==> config.mk <==
export PLATFORM = sky130hd
export DESIGN_NAME = fpbs_datapath
export DESIGN_NICKNAME = d
export VERILOG_FILES = /design/src/sv/float_power_by_squaring_defines.svh /design/src/sv/fpbs_pkg.sv /design/src/sv/fpbs_fpu.sv /design/src/sv/fpbs_datapath.sv
export SDC_FILE = /design/constraint.sdc
export NUM_CORES = 2
export LEC_CHECK = 0
export BUFFER_PORTS_ARGS = -buffer_cell sky130_fd_sc_hd__buf_2
export CORE_MARGIN = 8
export CORE_UTILIZATION = 30
export DETAILED_ROUTE_END_ITERATION = 8
export GPL_TIMING_DRIVEN = 0
export PLACE_DENSITY = 0.44
export REMOVE_ABC_BUFFERS = 1
export SETUP_SLACK_MARGIN = 0.02
export SLEW_MARGIN = 10
export SYNTH_ARGS = -nofsm -noshare
export SYNTH_HDL_FRONTEND = slang
export SYNTH_SLANG_ARGS = --single-unit
==> constraint.sdc <==
create_clock -name i_clk -period 19.55 [get_ports i_clk]
set_input_delay 1.955 -clock i_clk [delete_from_list [all_inputs] [get_ports i_clk]]
set_output_delay 1.955 -clock i_clk [all_outputs]
set_load 0.01 [all_outputs]
==> src/sv/float_power_by_squaring_defines.svh <==
// Assertion macros used by the float power-by-squaring controller.
`ifndef FLOAT_POWER_BY_SQUARING_DEFINES_SVH
`define FLOAT_POWER_BY_SQUARING_DEFINES_SVH

// Same-cycle implication, checked on i_clk and disabled while in reset.
`define FPBS_ASSERT_IMPL(lbl, ante, cons, msg) \
    lbl: assert property (@(posedge i_clk) disable iff (!i_rst_n) (ante) |-> (cons)) \
        else $error(msg);

// Next-cycle implication, checked on i_clk and disabled while in reset.
`define FPBS_ASSERT_NEXT(lbl, ante, cons, msg) \
    lbl: assert property (@(posedge i_clk) disable iff (!i_rst_n) (ante) |=> (cons)) \
        else $error(msg);

`endif

==> src/sv/fpbs_pkg.sv <==
// Package with the types, constants and rounding function of the float power block.
`default_nettype none

package fpbs_pkg;

    localparam int unsigned FP_W      = 64;
    localparam int unsigned EXP_IN_W  = 32;
    localparam int unsigned MAG_W     = EXP_IN_W + 1;
    localparam int unsigned MAN_W     = 53;
    localparam int unsigned PROD_W    = 2 * MAN_W;
    localparam int unsigned SE_W      = 14;
    localparam int unsigned PP_W      = 32;
    localparam int unsigned DIV_STEPS = MAN_W + 2;
    localparam int unsigned CNT_W     = $clog2(DIV_STEPS);

    localparam logic [FP_W-1:0] C_ONE       = 64'h3FF0_0000_0000_0000;
    localparam logic [FP_W-1:0] C_DEF_NAN   = 64'hFFF8_0000_0000_0000;
    localparam logic [FP_W-1:0] C_QUIET_BIT = 64'h0008_0000_0000_0000;

    // Operation that the datapath runs on its shared floating-point unit.
    typedef enum logic [1:0] {
        DP_MUL_ACC,
        DP_SQUARE,
        DP_RECIP
    } t_dp_op;

    // Operation of the floating-point unit itself.
    typedef enum logic {
        FPU_MUL,
        FPU_RCP
    } t_fpu_op;

    typedef enum logic [2:0] {
        S_IDLE,
        S_RECIP,
        S_WAIT_RCP,
        S_STEP,
        S_WAIT_MUL,
        S_SHIFT,
        S_WAIT_SQR,
        S_FINISH
    } t_ctrl_state;

    typedef enum logic [2:0] {
        F_IDLE,
        F_NORM,
        F_MULT,
        F_DIV,
        F_ALIGN,
        F_ROUND
    } t_fpu_state;

    // Commands from the controller to the datapath.
    typedef struct packed {
        logic   load;
        logic   start;
        t_dp_op op;
        logic   shift_mag;
        logic   load_out;
    } t_dp_cmd;

    // Status from the datapath to the controller.
    typedef struct packed {
        logic exp_zero;
        logic exp_neg;
        logic mag_lsb;
        logic mag_last;
        logic fpu_done;
    } t_dp_sts;

    // Rounds a significand with its leading one at the top bit to nearest even and packs
    // it as binary64. Exponents at or below zero take the subnormal path.
    function automatic logic [FP_W-1:0] fpbs_round_pack(
        input logic                   sign,
        input logic signed [SE_W-1:0] e,
        input logic [PROD_W-1:0]      x
    );
        logic [SE_W-1:0]          sh;
        logic [6:0]               shc;
        logic [PROD_W-1:0]        xs;
        logic [PROD_W-1:0]        mask;
        logic [MAN_W-1:0]         kept;
        logic                     g;
        logic                     s;
        logic [MAN_W:0]           m;
        logic signed [SE_W-1:0]   en;
        logic [FP_W-1:0]          r;
        sh   = (e <= 14'sd0) ? SE_W'(14'sd1 - e) : '0;
        shc  = (sh > 14'd107) ? 7'd107 : sh[6:0];
        xs   = x >> shc;
        mask = ~({PROD_W{1'b1}} << shc);
        kept = xs[PROD_W-1 -: MAN_W];
        g    = xs[PROD_W-1-MAN_W];
        s    = (|xs[PROD_W-2-MAN_W:0]) | (|(x & mask));
        m    = {1'b0, kept} + (MAN_W+1)'(g & (s | kept[0]));
        en   = e + $signed({{(SE_W-1){1'b0}}, m[MAN_W]});
        if (e <= 14'sd0) begin
            r = {sign, {10'd0, m[MAN_W-1]}, m[MAN_W-2:0]};
        end else if (en >= 14'sd2047) begin
            r = {sign, 11'h7FF, 52'd0};
        end else begin
            r = {sign, en[10:0], m[MAN_W] ? 52'd0 : m[MAN_W-2:0]};
        end
        return r;
    endfunction

endpackage

`default_nettype wire

==> src/sv/fpbs_fpu.sv <==
// Multi-cycle binary64 unit: multiply a by b, or reciprocal of b.
`default_nettype none

module fpbs_fpu
    import fpbs_pkg::*;
(
    input  wire logic            i_clk,
    input  wire logic            i_rst_n,
    input  wire logic            i_start,
    input  wire t_fpu_op         i_op,
    input  wire logic [FP_W-1:0] i_a,
    input  wire logic [FP_W-1:0] i_b,
    output logic                 o_done,
    output logic [FP_W-1:0]      o_result
);

    t_fpu_state               r_state, n_state;
    t_fpu_op                  r_op, n_op;
    logic                     r_sign, n_sign;
    logic [MAN_W-1:0]         r_ma, n_ma, r_mb, n_mb;
    logic signed [SE_W-1:0]   r_ea, n_ea, r_eb, n_eb, r_e, n_e;
    logic [PROD_W-1:0]        r_prod, n_prod, r_x, n_x;
    logic [MAN_W:0]           r_rem, n_rem;
    logic [DIV_STEPS-1:0]     r_quo, n_quo;
    logic [CNT_W-1:0]         r_cnt, n_cnt;
    logic [FP_W-1:0]          r_result, n_result;
    logic                     r_done, n_done;

    // Operand classification.
    logic a_nan, a_inf, a_zero, b_nan, b_inf, b_zero;
    assign a_nan  = (&i_a[62:52]) &  (|i_a[51:0]);
    assign a_inf  = (&i_a[62:52]) & ~(|i_a[51:0]);
    assign a_zero = ~(|i_a[62:0]);
    assign b_nan  = (&i_b[62:52]) &  (|i_b[51:0]);
    assign b_inf  = (&i_b[62:52]) & ~(|i_b[51:0]);
    assign b_zero = ~(|i_b[62:0]);

    // Partial-product operands: the low 32 bits and the high 21 bits of the significands, each as 32 bits.
    logic [PP_W-1:0]   pp_a, pp_b;
    logic [2*PP_W-1:0] pp;
    logic [6:0]        pp_sh;
    assign pp_a  = r_cnt[1] ? PP_W'(r_ma[MAN_W-1:PP_W]) : r_ma[PP_W-1:0];
    assign pp_b  = r_cnt[0] ? PP_W'(r_mb[MAN_W-1:PP_W]) : r_mb[PP_W-1:0];
    assign pp    = pp_a * pp_b;
    assign pp_sh = (r_cnt[1:0] == 2'd0) ? 7'd0 : ((r_cnt[1:0] == 2'd3) ? 7'd64 : 7'd32);

    // One restoring division step.
    logic           div_ge;
    logic [MAN_W:0] div_diff;
    assign div_ge   = r_rem >= {1'b0, r_mb};
    assign div_diff = r_rem - {1'b0, r_mb};

    // Next-state logic of the unit.
    always_comb begin
        n_state  = r_state;
        n_op     = r_op;
        n_sign   = r_sign;
        n_ma     = r_ma;
        n_mb     = r_mb;
        n_ea     = r_ea;
        n_eb     = r_eb;
        n_e      = r_e;
        n_prod   = r_prod;
        n_x      = r_x;
        n_rem    = r_rem;
        n_quo    = r_quo;
        n_cnt    = r_cnt;
        n_result = r_result;
        n_done   = 1'b0;
        case (r_state)
            F_IDLE: begin
                if (i_start) begin
                    n_op   = i_op;
                    n_ma   = (i_a[62:52] == 11'd0) ? {1'b0, i_a[51:0]} : {1'b1, i_a[51:0]};
                    n_mb   = (i_b[62:52] == 11'd0) ? {1'b0, i_b[51:0]} : {1'b1, i_b[51:0]};
                    n_ea   = (i_a[62:52] == 11'd0) ? 14'sd1 : $signed({3'b000, i_a[62:52]});
                    n_eb   = (i_b[62:52] == 11'd0) ? 14'sd1 : $signed({3'b000, i_b[62:52]});
                    n_state = F_NORM;
                    if (i_op == FPU_MUL) begin
                        n_sign = i_a[63] ^ i_b[63];
                        // Special operands are settled at once.
                        if (a_nan) begin
                            n_result = i_a | C_QUIET_BIT;
                            n_done   = 1'b1;
                            n_state  = F_IDLE;
                        end else if (b_nan) begin
                            n_result = i_b | C_QUIET_BIT;
                            n_done   = 1'b1;
                            n_state  = F_IDLE;
                        end else if ((a_inf & b_zero) | (a_zero & b_inf)) begin
                            n_result = C_DEF_NAN;
                            n_done   = 1'b1;
                            n_state  = F_IDLE;
                        end else if (a_inf | b_inf) begin
                            n_result = {n_sign, 11'h7FF, 52'd0};
                            n_done   = 1'b1;
                            n_state  = F_IDLE;
                        end else if (a_zero | b_zero) begin
                            n_result = {n_sign, 63'd0};
                            n_done   = 1'b1;
                            n_state  = F_IDLE;
                        end
                    end else begin
                        n_sign = i_b[63];
                        n_ma   = {1'b1, 52'd0};
                        if (b_nan) begin
                            n_result = i_b | C_QUIET_BIT;
                            n_done   = 1'b1;
                            n_state  = F_IDLE;
                        end else if (b_inf) begin
                            n_result = {n_sign, 63'd0};
                            n_done   = 1'b1;
                            n_state  = F_IDLE;
                        end else if (b_zero) begin
                            n_result = {n_sign, 11'h7FF, 52'd0};
                            n_done   = 1'b1;
                            n_state  = F_IDLE;
                        end
                    end
                end
            end
            F_NORM: begin
                // Subnormal significands move up one bit a cycle.
                if (r_ma[MAN_W-1] & r_mb[MAN_W-1]) begin
                    n_cnt = '0;
                    if (r_op == FPU_MUL) begin
                        n_prod  = '0;
                        n_state = F_MULT;
                    end else begin
                        n_rem   = (MAN_W+1)'({1'b1, 52'd0});
                        n_quo   = '0;
                        n_state = F_DIV;
                    end
                end else begin
                    if (!r_ma[MAN_W-1]) begin
                        n_ma = r_ma << 1;
                        n_ea = r_ea - 14'sd1;
                    end
                    if (!r_mb[MAN_W-1]) begin
                        n_mb = r_mb << 1;
                        n_eb = r_eb - 14'sd1;
                    end
                end
            end
            F_MULT: begin
                n_prod = r_prod + (PROD_W'(pp) << pp_sh);
                n_cnt  = r_cnt + 1'b1;
                if (r_cnt[1:0] == 2'd3) begin
                    n_state = F_ALIGN;
                end
            end
            F_DIV: begin
                n_quo = {r_quo[DIV_STEPS-2:0], div_ge};
                n_rem = (div_ge ? div_diff : r_rem) << 1;
                n_cnt = r_cnt + 1'b1;
                if (r_cnt == CNT_W'(DIV_STEPS - 1)) begin
                    n_state = F_ALIGN;
                end
            end
            F_ALIGN: begin
                // Put the leading one at the top and fix the exponent.
                if (r_op == FPU_MUL) begin
                    n_x = r_prod[PROD_W-1] ? r_prod : (r_prod << 1);
                    n_e = r_ea + r_eb - 14'sd1023 +
                          $signed({{(SE_W-1){1'b0}}, r_prod[PROD_W-1]});
                end else begin
                    n_x = r_quo[DIV_STEPS-1] ? {r_quo, 51'd0} : {r_quo[DIV_STEPS-2:0], 52'd0};
                    n_x[0] = n_x[0] | (|r_rem);
                    n_e = 14'sd2046 - r_eb -
                          $signed({{(SE_W-1){1'b0}}, ~r_quo[DIV_STEPS-1]});
                end
                n_state = F_ROUND;
            end
            F_ROUND: begin
                n_result = fpbs_round_pack(r_sign, r_e, r_x);
                n_done   = 1'b1;
                n_state  = F_IDLE;
            end
            default: begin
                n_state = F_IDLE;
            end
        endcase
    end

    // Control registers.
    always_ff @(posedge i_clk) begin
        if (!i_rst_n) begin
            r_state <= F_IDLE;
            r_done  <= 1'b0;
        end else begin
            r_state <= n_state;
            r_done  <= n_done;
        end
    end

    // Datapath registers.
    always_ff @(posedge i_clk) begin
        r_op     <= n_op;
        r_sign   <= n_sign;
        r_ma     <= n_ma;
        r_mb     <= n_mb;
        r_ea     <= n_ea;
        r_eb     <= n_eb;
        r_e      <= n_e;
        r_prod   <= n_prod;
        r_x      <= n_x;
        r_rem    <= n_rem;
        r_quo    <= n_quo;
        r_cnt    <= n_cnt;
        r_result <= n_result;
    end

    assign o_done   = r_done;
    assign o_result = r_result;

endmodule

`default_nettype wire

==> src/sv/fpbs_datapath.sv <==
// Datapath: base, running product and exponent magnitude around the shared unit.
`default_nettype none

module fpbs_datapath
    import fpbs_pkg::*;
(
    input  wire logic                i_clk,
    input  wire logic                i_rst_n,
    input  wire t_dp_cmd             i_cmd,
    input  wire logic [FP_W-1:0]     i_base_bits,
    input  wire logic [EXP_IN_W-1:0] i_exponent,
    output t_dp_sts                  o_sts,
    output logic [FP_W-1:0]          o_power_bits
);

    logic [FP_W-1:0]  r_base, r_acc, r_out;
    logic [MAG_W-1:0] r_mag;
    t_dp_op           r_op;

    logic            fpu_done;
    logic [FP_W-1:0] fpu_result;
    t_fpu_op         fpu_op;
    logic [FP_W-1:0] fpu_a;

    // Operand selection for the shared unit.
    assign fpu_op = (i_cmd.op == DP_RECIP) ? FPU_RCP : FPU_MUL;
    assign fpu_a  = (i_cmd.op == DP_MUL_ACC) ? r_acc : r_base;

    fpbs_fpu u_fpu (
        .i_clk    (i_clk),
        .i_rst_n  (i_rst_n),
        .i_start  (i_cmd.start),
        .i_op     (fpu_op),
        .i_a      (fpu_a),
        .i_b      (r_base),
        .o_done   (fpu_done),
        .o_result (fpu_result)
    );

    // Operand registers, written on load and when the unit finishes; the op is taken on start, the output on load_out.
    always_ff @(posedge i_clk) begin
        if (i_cmd.start) begin
            r_op <= i_cmd.op;
        end
        if (i_cmd.load) begin
            r_base <= i_base_bits;
            r_acc  <= C_ONE;
            r_mag  <= i_exponent[EXP_IN_W-1] ? (MAG_W'(0) - {1'b1, i_exponent})
                                             : {1'b0, i_exponent};
        end else begin
            if (fpu_done) begin
                if (r_op == DP_MUL_ACC) begin
                    r_acc <= fpu_result;
                end else begin
                    r_base <= fpu_result;
                end
            end
            if (i_cmd.shift_mag) begin
                r_mag <= r_mag >> 1;
            end
        end
        if (i_cmd.load_out) begin
            r_out <= r_acc;
        end
    end

    // Status toward the controller.
    assign o_sts.exp_zero = ~(|i_exponent);
    assign o_sts.exp_neg  = i_exponent[EXP_IN_W-1];
    assign o_sts.mag_lsb  = r_mag[0];
    assign o_sts.mag_last = ~(|r_mag[MAG_W-1:1]);
    assign o_sts.fpu_done = fpu_done;

    assign o_power_bits = r_out;

endmodule

`default_nettype wire

==> metrics.yaml <==
sta:
  post-route-period-util: 0.827
  hold_viol: 0
  finalSetupViolCount: 0
  final.min_clock_period_ps: 16160
  finalClockSkew_ps: 96.3
  slew_violations: 0
  timing.final.ws_setup_ps: 3390
  timing.hold.ws_ps: 493
  rsz0062_at_grt: "false"
  worst_pin_slew_ps: 1440
  slew_headroom: 0.0345
  max_freq_ghz: 0.0619
worst_setup_path:
  r2r_start: "u_fpu.r_cnt[0]"
  crit_top_cell: "fa_1"
  crit_type: "reg -> reg"
  max_stage_delay_ps: 970
  regToRegSetupSlack_ps: 3390
  reg2reg_depth: 46
  start_kind: "register"
  reg2reg_to: "u_fpu.r_prod[104]"
  critPathSlowestCell: "xnor2_1"
  worstPathRequired_ps: 19980
  endpoint_kind: "register"
  cp.arrival_ps: 16590
  crit_fanout: 30
finish:
  drive_gt1_frac: 0.0881
  stdcell_count: 13900
  multiInputGateArea_sq_um: 61200
  n_fill_cell: 30600
  area_delta_synth_final_pct: 13.7
  seqCellArea_sq_um: 22500
  layout.nets: 11400
global_route:
  antenna_found_initial: 19
  grt_pass1_vias: 77500
  grt_pass1_wl_mm: 557
  grt_max_degree: 82
  grt_usage: 0.238
  grt-ovfl-total: 0
synthesis:
  seq_area_frac_synth: 0.253
  netlist_instances: 10000
  postSynth.asyncResetShare: 0
  ys.warnings.count: 0
  synth_ff_type: "edfxtp_1"
  yosysTopAreaCellShare: 0.237
  syn_area_sq_um: 88900
  synth_seq_cells: 771
  yosys.area.top_type: "edfxtp_1"
  synth_edf_count: 703
  synthTopCellsByArea: "edfxtp_1 (24%), fa_1 (20%), ha_1 (6.7%)"
  syn_avg_cell_area_sq_um: 8.86
  ys_types: 115
  yosys-top-cells-count: "nor2_1 (1,215), nand2_1 (1,211), inv_1 (1,022), fa_1 (900), edfxtp_1 (703)"
  synth_most_common_cell: "nor2_1"
floorplan:
  dieHeight_um: 560
  start_util: 0.301
  core_sq_um: 296000
  fp.dieW_um: 560
  row_count: 200
  pin_count: 173
  die_area_sq_um: 314000
detailed_routing:
  drt-wirelength-per-cell_um: 27.5
  drt_iter0_markers: 8075
  viasPerCell: 5.56
  vias: 77600
  drtPass1Iterations: 8
  post-route-drc-count: 0
  ant_nets: 0
  routed_wl_mm: 384
clock_network:
  clock-sinks: 771
  numCtsBuffers: 91
  post_cts_buffers: 0
  cts_max_level: 3
  clock_path_buffers: 3
  cts_tree: "built"
  clk_latency_ps: 780
  clockRootBuffer: "clkbuf_16"
  path_clk_slew_ps: 60
  hold_buffers: 0
  cts.repair.resized: 0
placed_design:
  dp_cells: 13800
  gp_congestion: 0.982
  hpwl_mm: 307
  pre_cts_ws_ps: 3730
  io_buffers: 172
hold_path:
  min_path_cells: 2
  hold_path.class: "reg -> reg"
  hp-start: "u_fpu.o_result[52]"
  min_to: "r_acc[52]"
outcome:
  status: "complete, no violations"
job:
  max-cap-violations: 0
==> registers in the layout (all words and copies together), names as in the netlist, 14 cells and up <==
name            cells
u_fpu.r_prod      106
u_fpu.r_x         106
o_power_bits       64
r_acc              64
r_base             64
u_fpu.o_result     64
u_fpu.r_quo        55
u_fpu.r_ma         53
u_fpu.r_mb         53
u_fpu.r_rem        53
r_mag              33
u_fpu.r_e          14
u_fpu.r_ea         14
u_fpu.r_eb         14
==> metrics by stage <==
stage	utilization	setup TNS, ps	instance area (sq um)
4_1_cts	0.342	0	101000
6_report	0.342	0	101000
3_3_place_gp	0.312	-809170	92200
3_5_place_dp	0.330	0	97700
5_1_grt	0.342	0	101000
2_1_floorplan	-	0	86400
==> placed cells by master (no fill, tap or decap), drive strengths merged, types with 307 or more instances in the layout <==
cell / n
mux2i: 307
a21oi: 557
nand2: 1212
o21ai: 419
ha: 479
edfxtp: 703
inv: 1027
nor2: 1216
fa: 900
buf: 391
==> critical path: cells and delay by family (launching register included) <==
kind / cells / cell delay, ps
xor+xnor: 2 / 1120
mux: 1 / 440
compound gates: 14 / 4260
flops: 1 / 490
simple gates: 12 / 2780
buf+inv: 7 / 1820
fa+ha+maj: 10 / 4800
==> layer usage <==
| layer | wire (um) | global-route usage |
|---|---|---|
| met1 | 168000 | 0.327 |
| met2 | 168000 | 0.367 |
| met3 | 29500 | 0.0416 |
| met4 | 19000 | 0.0995 |
| met5 | 41 | 0 |
==> final cells by class <==
cell class              instances  share of cell area
diodes                          7            0.000173
clock buffers                 108              0.0237
clock inverters                63             0.00940
inverters                    1022              0.0379
multi-input cells            7644               0.605
flip-flops and latches        771               0.222
well taps                    3939              0.0487
repair buffers                391              0.0526
==> logic make-up after synthesis <==
logic type,synth area share
simple gates,0.178
compound gates,0.147
buf+inv,0.0710
fa+ha+maj,0.270
flops,0.253
mux,0.0490
xor+xnor,0.0323
other cells,0.0000422
==> how the worst max path moves through the flow <==
stage              startpoint            endpoint  slack (ps)  depth (start not counted)
2_1_floorplan    u_fpu.r_e[1]  u_fpu.o_result[12]        5250                         27
3_3_place_gp     u_fpu.r_e[0]  u_fpu.o_result[28]       -6520                         22
3_5_place_dp   u_fpu.r_cnt[0]   u_fpu.r_prod[102]        3730                         45
4_1_cts        u_fpu.r_cnt[0]   u_fpu.r_prod[105]        3580                         46
5_1_grt        u_fpu.r_cnt[0]   u_fpu.r_prod[103]        2800                         45
6_report       u_fpu.r_cnt[0]   u_fpu.r_prod[104]        3390                         46
Power is left out: the tool's default activity adds up to more than one toggle a clock period on the data nets, which glitch-free logic cannot reach.
