<file path="config.mk">
export PLATFORM = sky130hd
export DESIGN_NAME = fpbs_ctrl
export DESIGN_NICKNAME = d
export VERILOG_FILES = /design/src/sv/fpbs_pkg.sv /design/src/sv/fpbs_ctrl.sv
export VERILOG_INCLUDE_DIRS = /design/src /design/src/sv
export SDC_FILE = /design/constraint.sdc
export NUM_CORES = 1
export LEC_CHECK = 0
export ABC_AREA = 1
export BUFFER_PORTS_ARGS = -buffer_cell sky130_fd_sc_hd__buf_2
export CAP_MARGIN = 20
export CORE_AREA = 2 2 39 41
export DETAILED_ROUTE_END_ITERATION = 16
export DIE_AREA = 0 0 41 43
export GPL_TIMING_DRIVEN = 1
export PLACE_DENSITY = 0.61
export SLEW_MARGIN = 10
export SYNTH_ARGS = -nofsm -noshare
export SYNTH_HDL_FRONTEND = slang
export SYNTH_SLANG_ARGS = --single-unit
</file>
<file path="constraint.sdc">
create_clock -name i_clk -period 2.2 [get_ports i_clk]
set_input_delay 0.33 -clock i_clk [delete_from_list [all_inputs] [get_ports i_clk]]
set_output_delay 0.33 -clock i_clk [all_outputs]
set_load 0.01 [all_outputs]
</file>
<file path="src/sv/float_power_by_squaring_defines.svh">
// Assertion macros used by the float power-by-squaring controller.
`ifndef FLOAT_POWER_BY_SQUARING_DEFINES_SVH
`define FLOAT_POWER_BY_SQUARING_DEFINES_SVH

// Same-cycle implication, checked on i_clk and disabled while in reset.
`define FPBS_ASSERT_IMPL(lbl, ante, cons, msg) \
    lbl: assert property (@(posedge i_clk) disable iff (!i_rst_n) (ante) |-> (cons)) \
        else $error(msg);

// Next-cycle implication, checked on i_clk and disabled while in reset.
`define FPBS_ASSERT_NEXT(lbl, ante, cons, msg) \
    lbl: assert property (@(posedge i_clk) disable iff (!i_rst_n) (ante) |=> (cons)) \
        else $error(msg);

`endif

</file>
<file path="src/sv/fpbs_pkg.sv">
// Package with the types, constants and rounding function of the float power block.
`default_nettype none

package fpbs_pkg;

    localparam int unsigned FP_W      = 64;
    localparam int unsigned EXP_IN_W  = 32;
    localparam int unsigned MAG_W     = EXP_IN_W + 1;
    localparam int unsigned MAN_W     = 53;
    localparam int unsigned PROD_W    = 2 * MAN_W;
    localparam int unsigned SE_W      = 14;
    localparam int unsigned PP_W      = 32;
    localparam int unsigned DIV_STEPS = MAN_W + 2;
    localparam int unsigned CNT_W     = $clog2(DIV_STEPS);

    localparam logic [FP_W-1:0] C_ONE       = 64'h3FF0_0000_0000_0000;
    localparam logic [FP_W-1:0] C_DEF_NAN   = 64'hFFF8_0000_0000_0000;
    localparam logic [FP_W-1:0] C_QUIET_BIT = 64'h0008_0000_0000_0000;

    // Operation that the datapath runs on its shared floating-point unit.
    typedef enum logic [1:0] {
        DP_MUL_ACC,
        DP_SQUARE,
        DP_RECIP
    } t_dp_op;

    // Operation of the floating-point unit itself.
    typedef enum logic {
        FPU_MUL,
        FPU_RCP
    } t_fpu_op;

    typedef enum logic [2:0] {
        S_IDLE,
        S_RECIP,
        S_WAIT_RCP,
        S_STEP,
        S_WAIT_MUL,
        S_SHIFT,
        S_WAIT_SQR,
        S_FINISH
    } t_ctrl_state;

    typedef enum logic [2:0] {
        F_IDLE,
        F_NORM,
        F_MULT,
        F_DIV,
        F_ALIGN,
        F_ROUND
    } t_fpu_state;

    // Commands from the controller to the datapath.
    typedef struct packed {
        logic   load;
        logic   start;
        t_dp_op op;
        logic   shift_mag;
        logic   load_out;
    } t_dp_cmd;

    // Status from the datapath to the controller.
    typedef struct packed {
        logic exp_zero;
        logic exp_neg;
        logic mag_lsb;
        logic mag_last;
        logic fpu_done;
    } t_dp_sts;

    // Rounds a significand with its leading one at the top bit to nearest even and packs
    // it as binary64. Exponents at or below zero take the subnormal path.
    function automatic logic [FP_W-1:0] fpbs_round_pack(
        input logic                   sign,
        input logic signed [SE_W-1:0] e,
        input logic [PROD_W-1:0]      x
    );
        logic [SE_W-1:0]          sh;
        logic [6:0]               shc;
        logic [PROD_W-1:0]        xs;
        logic [PROD_W-1:0]        mask;
        logic [MAN_W-1:0]         kept;
        logic                     g;
        logic                     s;
        logic [MAN_W:0]           m;
        logic signed [SE_W-1:0]   en;
        logic [FP_W-1:0]          r;
        sh   = (e <= 14'sd0) ? SE_W'(14'sd1 - e) : '0;
        shc  = (sh > 14'd107) ? 7'd107 : sh[6:0];
        xs   = x >> shc;
        mask = ~({PROD_W{1'b1}} << shc);
        kept = xs[PROD_W-1 -: MAN_W];
        g    = xs[PROD_W-1-MAN_W];
        s    = (|xs[PROD_W-2-MAN_W:0]) | (|(x & mask));
        m    = {1'b0, kept} + (MAN_W+1)'(g & (s | kept[0]));
        en   = e + $signed({{(SE_W-1){1'b0}}, m[MAN_W]});
        if (e <= 14'sd0) begin
            r = {sign, {10'd0, m[MAN_W-1]}, m[MAN_W-2:0]};
        end else if (en >= 14'sd2047) begin
            r = {sign, 11'h7FF, 52'd0};
        end else begin
            r = {sign, en[10:0], m[MAN_W] ? 52'd0 : m[MAN_W-2:0]};
        end
        return r;
    endfunction

endpackage

`default_nettype wire

</file>
<file path="src/sv/fpbs_ctrl.sv">
// Controller state machine that sequences reciprocal, multiplies and squarings.
`default_nettype none
`include "float_power_by_squaring_defines.svh"

module fpbs_ctrl
    import fpbs_pkg::*;
(
    input  wire logic    i_clk,
    input  wire logic    i_rst_n,
    input  wire logic    i_in_valid,
    output logic         o_in_ready,
    output logic         o_out_valid,
    input  wire logic    i_out_ready,
    input  wire t_dp_sts i_sts,
    output t_dp_cmd      o_cmd
);

    t_ctrl_state r_state, n_state;
    logic        r_out_valid, n_out_valid;
    logic        in_xfer;

    assign o_in_ready = (r_state == S_IDLE);
    assign in_xfer    = i_in_valid & o_in_ready;

    // State register.
    always_ff @(posedge i_clk) begin
        if (!i_rst_n) begin
            r_state     <= S_IDLE;
            r_out_valid <= 1'b0;
        end else begin
            r_state     <= n_state;
            r_out_valid <= n_out_valid;
        end
    end

    // Next state and commands.
    always_comb begin
        n_state         = r_state;
        n_out_valid     = r_out_valid & ~i_out_ready;
        o_cmd.load      = 1'b0;
        o_cmd.start     = 1'b0;
        o_cmd.op        = DP_SQUARE;
        o_cmd.shift_mag = 1'b0;
        o_cmd.load_out  = 1'b0;
        case (r_state)
            S_IDLE: begin
                if (in_xfer) begin
                    o_cmd.load = 1'b1;
                    if (i_sts.exp_zero) begin
                        n_state = S_FINISH;
                    end else if (i_sts.exp_neg) begin
                        n_state = S_RECIP;
                    end else begin
                        n_state = S_STEP;
                    end
                end
            end
            S_RECIP: begin
                o_cmd.start = 1'b1;
                o_cmd.op    = DP_RECIP;
                n_state     = S_WAIT_RCP;
            end
            S_WAIT_RCP: begin
                o_cmd.op = DP_RECIP;
                if (i_sts.fpu_done) begin
                    n_state = S_STEP;
                end
            end
            S_STEP: begin
                if (i_sts.mag_lsb) begin
                    o_cmd.start = 1'b1;
                    o_cmd.op    = DP_MUL_ACC;
                    n_state     = S_WAIT_MUL;
                end else begin
                    n_state = S_SHIFT;
                end
            end
            S_WAIT_MUL: begin
                o_cmd.op = DP_MUL_ACC;
                if (i_sts.fpu_done) begin
                    n_state = S_SHIFT;
                end
            end
            S_SHIFT: begin
                // Shift the magnitude; after the last set bit no further squaring is needed.
                o_cmd.shift_mag = 1'b1;
                if (i_sts.mag_last) begin
                    n_state = S_FINISH;
                end else begin
                    o_cmd.start = 1'b1;
                    o_cmd.op    = DP_SQUARE;
                    n_state     = S_WAIT_SQR;
                end
            end
            S_WAIT_SQR: begin
                if (i_sts.fpu_done) begin
                    n_state = S_STEP;
                end
            end
            S_FINISH: begin
                // Move the product to the output register once it is free.
                if (!r_out_valid || i_out_ready) begin
                    o_cmd.load_out = 1'b1;
                    n_out_valid    = 1'b1;
                    n_state        = S_IDLE;
                end
            end
            default: begin
                n_state = S_IDLE;
            end
        endcase
    end

    assign o_out_valid = r_out_valid;

    `FPBS_ASSERT_NEXT(a_zero_exp_finishes, in_xfer && i_sts.exp_zero, r_state == S_FINISH, "zero exponent did not go straight to finish")
    `FPBS_ASSERT_IMPL(a_done_while_waiting, i_sts.fpu_done, (r_state == S_WAIT_RCP) || (r_state == S_WAIT_MUL) || (r_state == S_WAIT_SQR), "unit finished outside a wait state")
    `FPBS_ASSERT_NEXT(a_finish_delivers, (r_state == S_FINISH) && (!r_out_valid || i_out_ready), o_out_valid && (r_state == S_IDLE), "finished product not presented")

endmodule

`default_nettype wire

</file>
==> flow_metrics.py, run 1 <==
metrics = {
    "global_route": {
        "antenna_found_initial": 0,
        "grt_pass1_vias": 411,
        "grt_pass1_wl_um": 1530,
        "grt_max_degree": 13,
        "grt.overflow.total": 0,
        "track_usage_pct": 12.7,
    },
    "logic_synthesis": {
        "syn_inst": 77,
        "synth.net_count": 90,
        "synth_area_per_cell_um2": 6.19,
        "synth_cell_types": 19,
        "yosys_warnings": 0,
        "synth-seq-area-share_pct": 16.8,
        "synth_seq_cells": 4,
        "netlist_area_um2": 477,
    },
    "min_path": {
        "hold_path_depth": 3,
        "worstHoldStart": "i_rst_n",
        "min_to": "r_state[0]$_SDFFE_PN0P_",
        "hp-class": "input port to register",
    },
    "detailed_routing": {
        "drc_errors": 0,
        "via_per_inst": 4.48,
        "vias": 497,
        "ant_nets": 0,
        "wl_um": 944,
        "drt_iter0_drc": 4,
        "detail_route.wl_per_cell_um": 8.50,
        "drtPass1Iterations": 2,
    },
    "finish": {
        "antennaDiodeCount": 0,
        "drive_above_1_share_pct": 34.7,
        "post-route-util_pct": 42.5,
        "area.growth.synth_to_final_pct": 23.4,
        "final_nets": 110,
    },
    "setup_path": {
        "r2r-end": "r_state[0]$_SDFFE_PN0P_",
        "criticalPathCategory": "register to output port",
        "startpoint_type": "register",
        "r2r_slack_ns": 0.78,
        "cp.required_ns": 1.87,
        "rr_worst_depth": 8,
        "worstPathArrival_ns": 1.40,
        "worst-path-max-fanout": 4,
        "timing.rr.start": "r_state[0]$_SDFFE_PN0P_",
        "critPathCaptureType": "output port",
    },
    "clock_tree": {
        "post-cts-setup-buffers": 0,
        "ctsResizeCount": 0,
        "tritoncts.num_buffers": 3,
        "cts_tree": "built",
        "postCtsHoldBufs": 0,
        "path_clk_slew_ns": 0.04,
        "cts.sinks": 4,
        "cts_buffer_depth": 2,
        "ctsHtreeMaxLevel": 1,
        "clock-root-buffer": "clkbuf_4",
        "clk_latency_ns": 0.23,
    },
    "timing": {
        "setup_violations": 0,
        "worstMarginPinSlew_ns": 0.470,
        "clock_skew_ns": 0.000521,
        "finalMaxSlewViolations": 0,
        "finalHoldViolations": 0,
        "min_period_ns": 1.73,
        "slew_headroom_pct": 68.6,
        "fin_setup_tns_ns": 0,
        "timing.fmax_mhz": 578,
        "rsz0062_at_grt": "false",
        "period_share_pct": 78.7,
    },
    "power_and_ir_drop": {
        "peakVddDrop_uv": 472,
        "pwr-share-seq_pct": 18.3,
        "p_comb_share_pct": 70.7,
        "clock_power_share_pct": 11.0,
        "p_per_area_nw_per_um2": 1380,
        "p_switching_mw": 0.419,
        "sw_frac_of_total_pct": 51.5,
        "p_leak_nw": 0.365,
        "internal_power_mw": 0.395,
    },
    "placement": {
        "portBuffers": 16,
        "place_congestion": 0.728,
        "dpl.hpwl_um": 840,
    },
    "floorplan": {
        "start_util_pct": 34.4,
        "ioPinCount": 17,
        "fp.dieArea_um2": 1760,
        "die_x_um": 41,
        "fp-row-count": 14,
        "fp.coreArea_um2": 1380,
        "die_h_um": 43,
    },
    "outcome": {
        "status": "completed",
    },
    "run": {
        "drv_cap": 0,
    },
}
## power groups by stage
stage	Clock, mW	Sequential (mW)	Combinational [mW]
floorplan	0	0.119	0.490
global placement	0	0.150	0.588
detailed placement	0	0.151	0.582
CTS	0.0958	0.150	0.584
global route	0.0978	0.156	0.654
finish	0.0895	0.149	0.576
## critical path, cell delays in order (launching register included)
cell and delay [ns]:
dfxtp_1 0.35, inv_1 0.08, ha_1 0.27, nand2_1 0.15, nand2_1 0.07, o22ai_1 0.11, buf_2 0.14
## cell usage in the layout, fill, tap and decap left out, drive strengths merged
| master | Yosys | routed |
|---|---|---|
| nand3 | 6 | 6 |
| clkbuf | 0 | 3 |
| nand2 | 24 | 24 |
| nor2 | 15 | 15 |
| a21o | 1 | 1 |
| a21oi | 4 | 4 |
| ha | 4 | 4 |
| nor3 | 1 | 1 |
| o22ai | 1 | 1 |
| dfxtp | 4 | 4 |
| buf | 1 | 16 |
| inv | 15 | 15 |
| o21ai | 1 | 1 |
## cell usage after synthesis (all sizes together)
| cell | n | share of area (%) |
|---|---|---|
| ha | 4 | 10 |
| nand2 | 24 | 22 |
| nor3 | 1 | 1.0 |
| inv | 15 | 12 |
| o21ai | 1 | 1.0 |
| dfxtp | 4 | 17 |
| buf | 1 | 2.4 |
| o22ai | 1 | 1.3 |
| a21oi | 4 | 5.0 |
| a21o | 1 | 1.6 |
| nor2 | 15 | 17 |
| nand3 | 6 | 10 |
## worst max-delay path by stage
stage	slack (ns)	cells past startpoint	end	startpoint
floorplan	0.79	5	o_cmd[2]	r_state[1]$_SDFFE_PN0P_
global placement	0.74	6	o_cmd[2]	r_state[0]$_SDFFE_PN0P_
detailed placement	0.70	6	o_cmd[2]	r_state[0]$_SDFFE_PN0P_
CTS	0.45	6	o_cmd[2]	r_state[0]$_SDFFE_PN0P_
global route	0.37	6	o_cmd[2]	r_state[0]$_SDFFE_PN0P_
finish	0.47	6	o_cmd[2]	r_state[0]$_SDFFE_PN0P_
## cell families after synthesis
family / Yosys count / synth area share [%]
fa+ha+maj: 4 / 10.5
buf+inv: 16 / 14.7
flops: 4 / 16.8
compound gates: 7 / 8.92
simple gates: 46 / 49.1
## final cells by class
type,count,area (um2)
Timing Repair Buffer,16,80.1
Fill cell,149,796
Clock buffer,3,22.5
Tap cell,16,20.0
Inverter,15,58.8
Sequential cell,4,80.1
Multi-Input combinational cell,57,327
## registers in the layout, summed over array words and instances, names as in the netlist
signal       flops
r_state          3
o_out_valid      1
## through the flow
step | power (mW) | setup WS (ns) | std cells | hold WS (ns) | cell area, um2
global placement | 0.738 | 0.745 | 108 | 0.564 | 566
detailed placement | 0.733 | 0.698 | 108 | 0.581 | 566
global route | 0.908 | 0.367 | 111 | 0.365 | 588
finish | 0.814 | 0.470 | 111 | 0.344 | 588
floorplan | 0.609 | 0.788 | 77 | 0.456 | 477
CTS | 0.830 | 0.446 | 111 | 0.331 | 588
## per-layer routing
layer / share of wire, % / GRT usage (%) / vias up / wire, um
met5: 0 / 0 / - / 0
met4: 0 / 6.00 / 0 / 0
met3: 3.1 / 3.14 / 0 / 29
met2: 53 / 19.7 / 5 / 500
met1: 44 / 15.7 / 222 / 414
li1: - / - / 270 / -
(Power assumes the default switching activity.)
==> run 2, diff against run 1 <==
--- a/config.mk
+++ b/config.mk
@@ -6,14 +6,14 @@
 export SDC_FILE = /design/constraint.sdc
 export NUM_CORES = 1
 export LEC_CHECK = 0
-export ABC_AREA = 1
+export ABC_AREA = 0
 export BUFFER_PORTS_ARGS = -buffer_cell sky130_fd_sc_hd__buf_2
 export CAP_MARGIN = 20
 export CORE_AREA = 2 2 39 41
 export DETAILED_ROUTE_END_ITERATION = 16
 export DIE_AREA = 0 0 41 43
 export GPL_TIMING_DRIVEN = 1
-export PLACE_DENSITY = 0.61
+export PLACE_DENSITY = 0.55
 export SLEW_MARGIN = 10
 export SYNTH_ARGS = -nofsm -noshare
 export SYNTH_HDL_FRONTEND = slang
==> constraint.sdc (replaced) <==
create_clock -name i_clk -period 1.4 [get_ports i_clk]
set_input_delay 0.21 -clock i_clk [delete_from_list [all_inputs] [get_ports i_clk]]
set_output_delay 0.21 -clock i_clk [all_outputs]
set_load 0.01 [all_outputs]
==> flow_metrics.py, run 2 <==
metrics = {
    "floorplan": {
        "fp-row-count": 14,
        "ioPinCount": 17,
        "fp.coreArea_um2": 1380,
        "start_util_pct": 27.8,
        "die_x_um": 41,
        "die_h_um": 43,
        "fp.dieArea_um2": 1760,
    },
    "finish": {
        "final_nets": 92,
        "largest_reg_flops": 3,
        "area.growth.synth_to_final_pct": 99.3,
        "fin_cells": 93,
        "drive_above_1_share_pct": 68.8,
        "top_register": "r_state",
        "layout_common_cells": "buf_2, buf_4, buf_6, a21oi_1, ha_4",
        "antennaDiodeCount": 0,
        "layout_commonest_cell": "buf_2",
        "post-route-util_pct": 55.3,
        "fillerInstances": 121,
    },
    "logic_synthesis": {
        "yosys_warnings": 0,
        "synth_area_per_cell_um2": 8.00,
        "netlist_area_um2": 384,
        "synth.net_count": 61,
        "yosys-top-cells-count": "a21oi_1, dfxtp_1, ha_1, nor2b_1",
        "synth_top_area_share_pct": 20.8,
        "synthMuxAreaShare_pct": 5.54,
        "synth_edf_count": 0,
        "synth-seq-area-share_pct": 20.8,
        "syn_inst": 48,
        "synth_seq_cells": 4,
        "synth_compound_area_share_pct": 28.3,
        "yosysMostFrequentCell": "a21oi_1",
        "yosys.area_share.simple_pct": 28.0,
        "synth_top_family_by_area": "compound AO/OA/AOI/OAI gates",
        "synth_top_area_cell": "dfxtp_1",
        "synthAdderAreaFrac_pct": 13.0,
        "synth_ff_type": "dfxtp_1",
        "synthTopCellsByArea": "dfxtp_1, ha_1, a21oi_1",
        "synth-xor-area-share_pct": 0,
        "async_reset_ff_share_pct": 0,
        "synth_cell_types": 24,
    },
    "timing": {
        "finalHoldViolations": 0,
        "setup_violations": 6,
        "slew_headroom_pct": 77.5,
        "worstMarginPinSlew_ns": 0.328,
        "fin_ws_ns": -0.161,
        "fin_setup_tns_ns": -0.673,
        "finalMaxSlewViolations": 0,
        "period_share_pct": 112,
        "clock_skew_ns": 0.00132,
        "rsz0062_at_grt": "true",
        "min_period_ns": 1.56,
        "timing.fmax_mhz": 640,
        "hold_slack_ns": 0.282,
    },
    "run": {
        "drv_cap": 0,
    },
    "power_and_ir_drop": {
        "peakVddDrop_uv": 1050,
        "pwr-share-seq_pct": 14.4,
        "sw_frac_of_total_pct": 41.9,
        "p_switching_mw": 0.763,
        "p_comb_share_pct": 78.0,
        "p_per_area_nw_per_um2": 2380,
        "clock_power_share_pct": 7.6,
        "internal_power_mw": 1.06,
        "p_leak_nw": 0.325,
    },
    "detailed_routing": {
        "wl_um": 1150,
        "drc_errors": 0,
        "via_per_inst": 5.12,
        "vias": 476,
        "drtPass1Iterations": 4,
        "drt_iter0_drc": 4,
        "detail_route.wl_per_cell_um": 12.4,
        "ant_nets": 0,
    },
    "min_path": {
        "hp-class": "input port to register",
    },
    "setup_path": {
        "worst-path-max-fanout": 5,
        "r2r_slack_ns": -0.16,
        "critPathCaptureType": "output port",
        "cp.required_ns": 1.19,
        "startpoint_type": "register",
        "worstPathArrival_ns": 1.35,
        "criticalPathCategory": "register to output port",
    },
    "placement": {
        "dp_cells": 85,
        "portBuffers": 16,
        "dpl.hpwl_um": 767,
        "place_congestion": 0.727,
    },
    "clock_tree": {
        "path_clk_slew_ns": 0.04,
        "cts_buffer_depth": 2,
        "cts_tree": "built",
        "tritoncts.num_buffers": 3,
        "clk_latency_ns": 0.23,
        "clock-root-buffer": "clkbuf_4",
        "ctsHtreeMaxLevel": 1,
        "cts.sinks": 4,
    },
    "global_route": {
        "track_usage_pct": 13.8,
        "gr-max-usage-layer": "met2",
        "grt_max_degree": 9,
        "grt_util_met1_pct": 15.5,
        "grtUsageMet2_pct": 21.3,
        "use_met3_pct": 3.14,
        "antenna_found_initial": 0,
        "grt_pass1_vias": 397,
        "grt_pass1_wl_um": 1610,
        "grt.overflow.total": 0,
    },
    "outcome": {
        "violations": "negative setup slack",
        "status": "complete, but fails checks",
    },
}
[run 2: layout make-up]
type                    count  area (um2)  share of cell area [%]
flip-flops and latches      4        88.8                    11.6
well taps                  16        20.0                    2.61
repair buffers             27         199                    26.0
multi-input cells          40         422                    55.1
clock buffers               3        22.5                    2.94
inverters                   3        13.8                    1.80
[run 2: cell families (layout without fill, tap and decap cells)]
family / after synthesis / in the layout
DFF: 4 / 4
buffers and inverters: 4 / 33
AOI/OAI and AO/OA: 15 / 15
adders and majority gates: 4 / 4
muxes: 2 / 2
and+or+nand+nor: 19 / 19
[run 2: per-stage QoR]
step | power (mW) | worst slack [ns] | area (um2)
after floorplan | 0.843 | 0.00101 | 412
after global placement | 1.19 | -0.0973 | 552
after detailed placement | 1.19 | -0.126 | 552
after CTS | 1.60 | -0.156 | 678
after global routing | 1.96 | -0.215 | 766
final | 1.82 | -0.161 | 766
[run 2: worst max-delay path, stage by stage, from the launching register on]
cell     delay, ns
dfxtp_4       0.35
buf_6         0.12
ha_4          0.17
nor3_4        0.17
nor3_2        0.05
a21oi_1       0.11
buf_2         0.14
[run 2: final timing paths]
path	from	end	depth (start not counted)
hold / removal	i_rst_n	r_state[2]$_SDFFE_PN0P_	3
hold reg to reg	o_out_valid$_SDFF_PN0_	o_out_valid$_SDFF_PN0_	2
setup reg to reg	r_state[1]$_SDFFE_PN0P_	r_state[0]$_SDFFE_PN0P_	7
setup / recovery	r_state[1]$_SDFFE_PN0P_	o_cmd[2]	6
[run 2: power by group through the flow]
stage          Combinational, mW  Sequential [mW]  Clock [mW]
2_1_floorplan              0.640            0.204           0
3_3_place_gp               0.977            0.210           0
3_5_place_dp               0.978            0.212           0
4_1_cts                     1.19            0.261       0.147
5_1_grt                     1.54            0.267       0.156
6_report                    1.42            0.262       0.138
[run 2: repair_timing]
item                       in CTS  in global routing
buffers inserted                2                  3
setup endpoints to repair      10                 10
pin swaps                       8                  6
gates resized for setup        19                 14
cloned                          0                  0
hold buffers                    0                  0
[run 2: layer usage]
metal / vias to the layer above / wire length [um]
met1: 225 / 490
li1: 234 / -
met3: 2 / 54
met2: 15 / 597
met4: 0 / 10
met5: - / 0
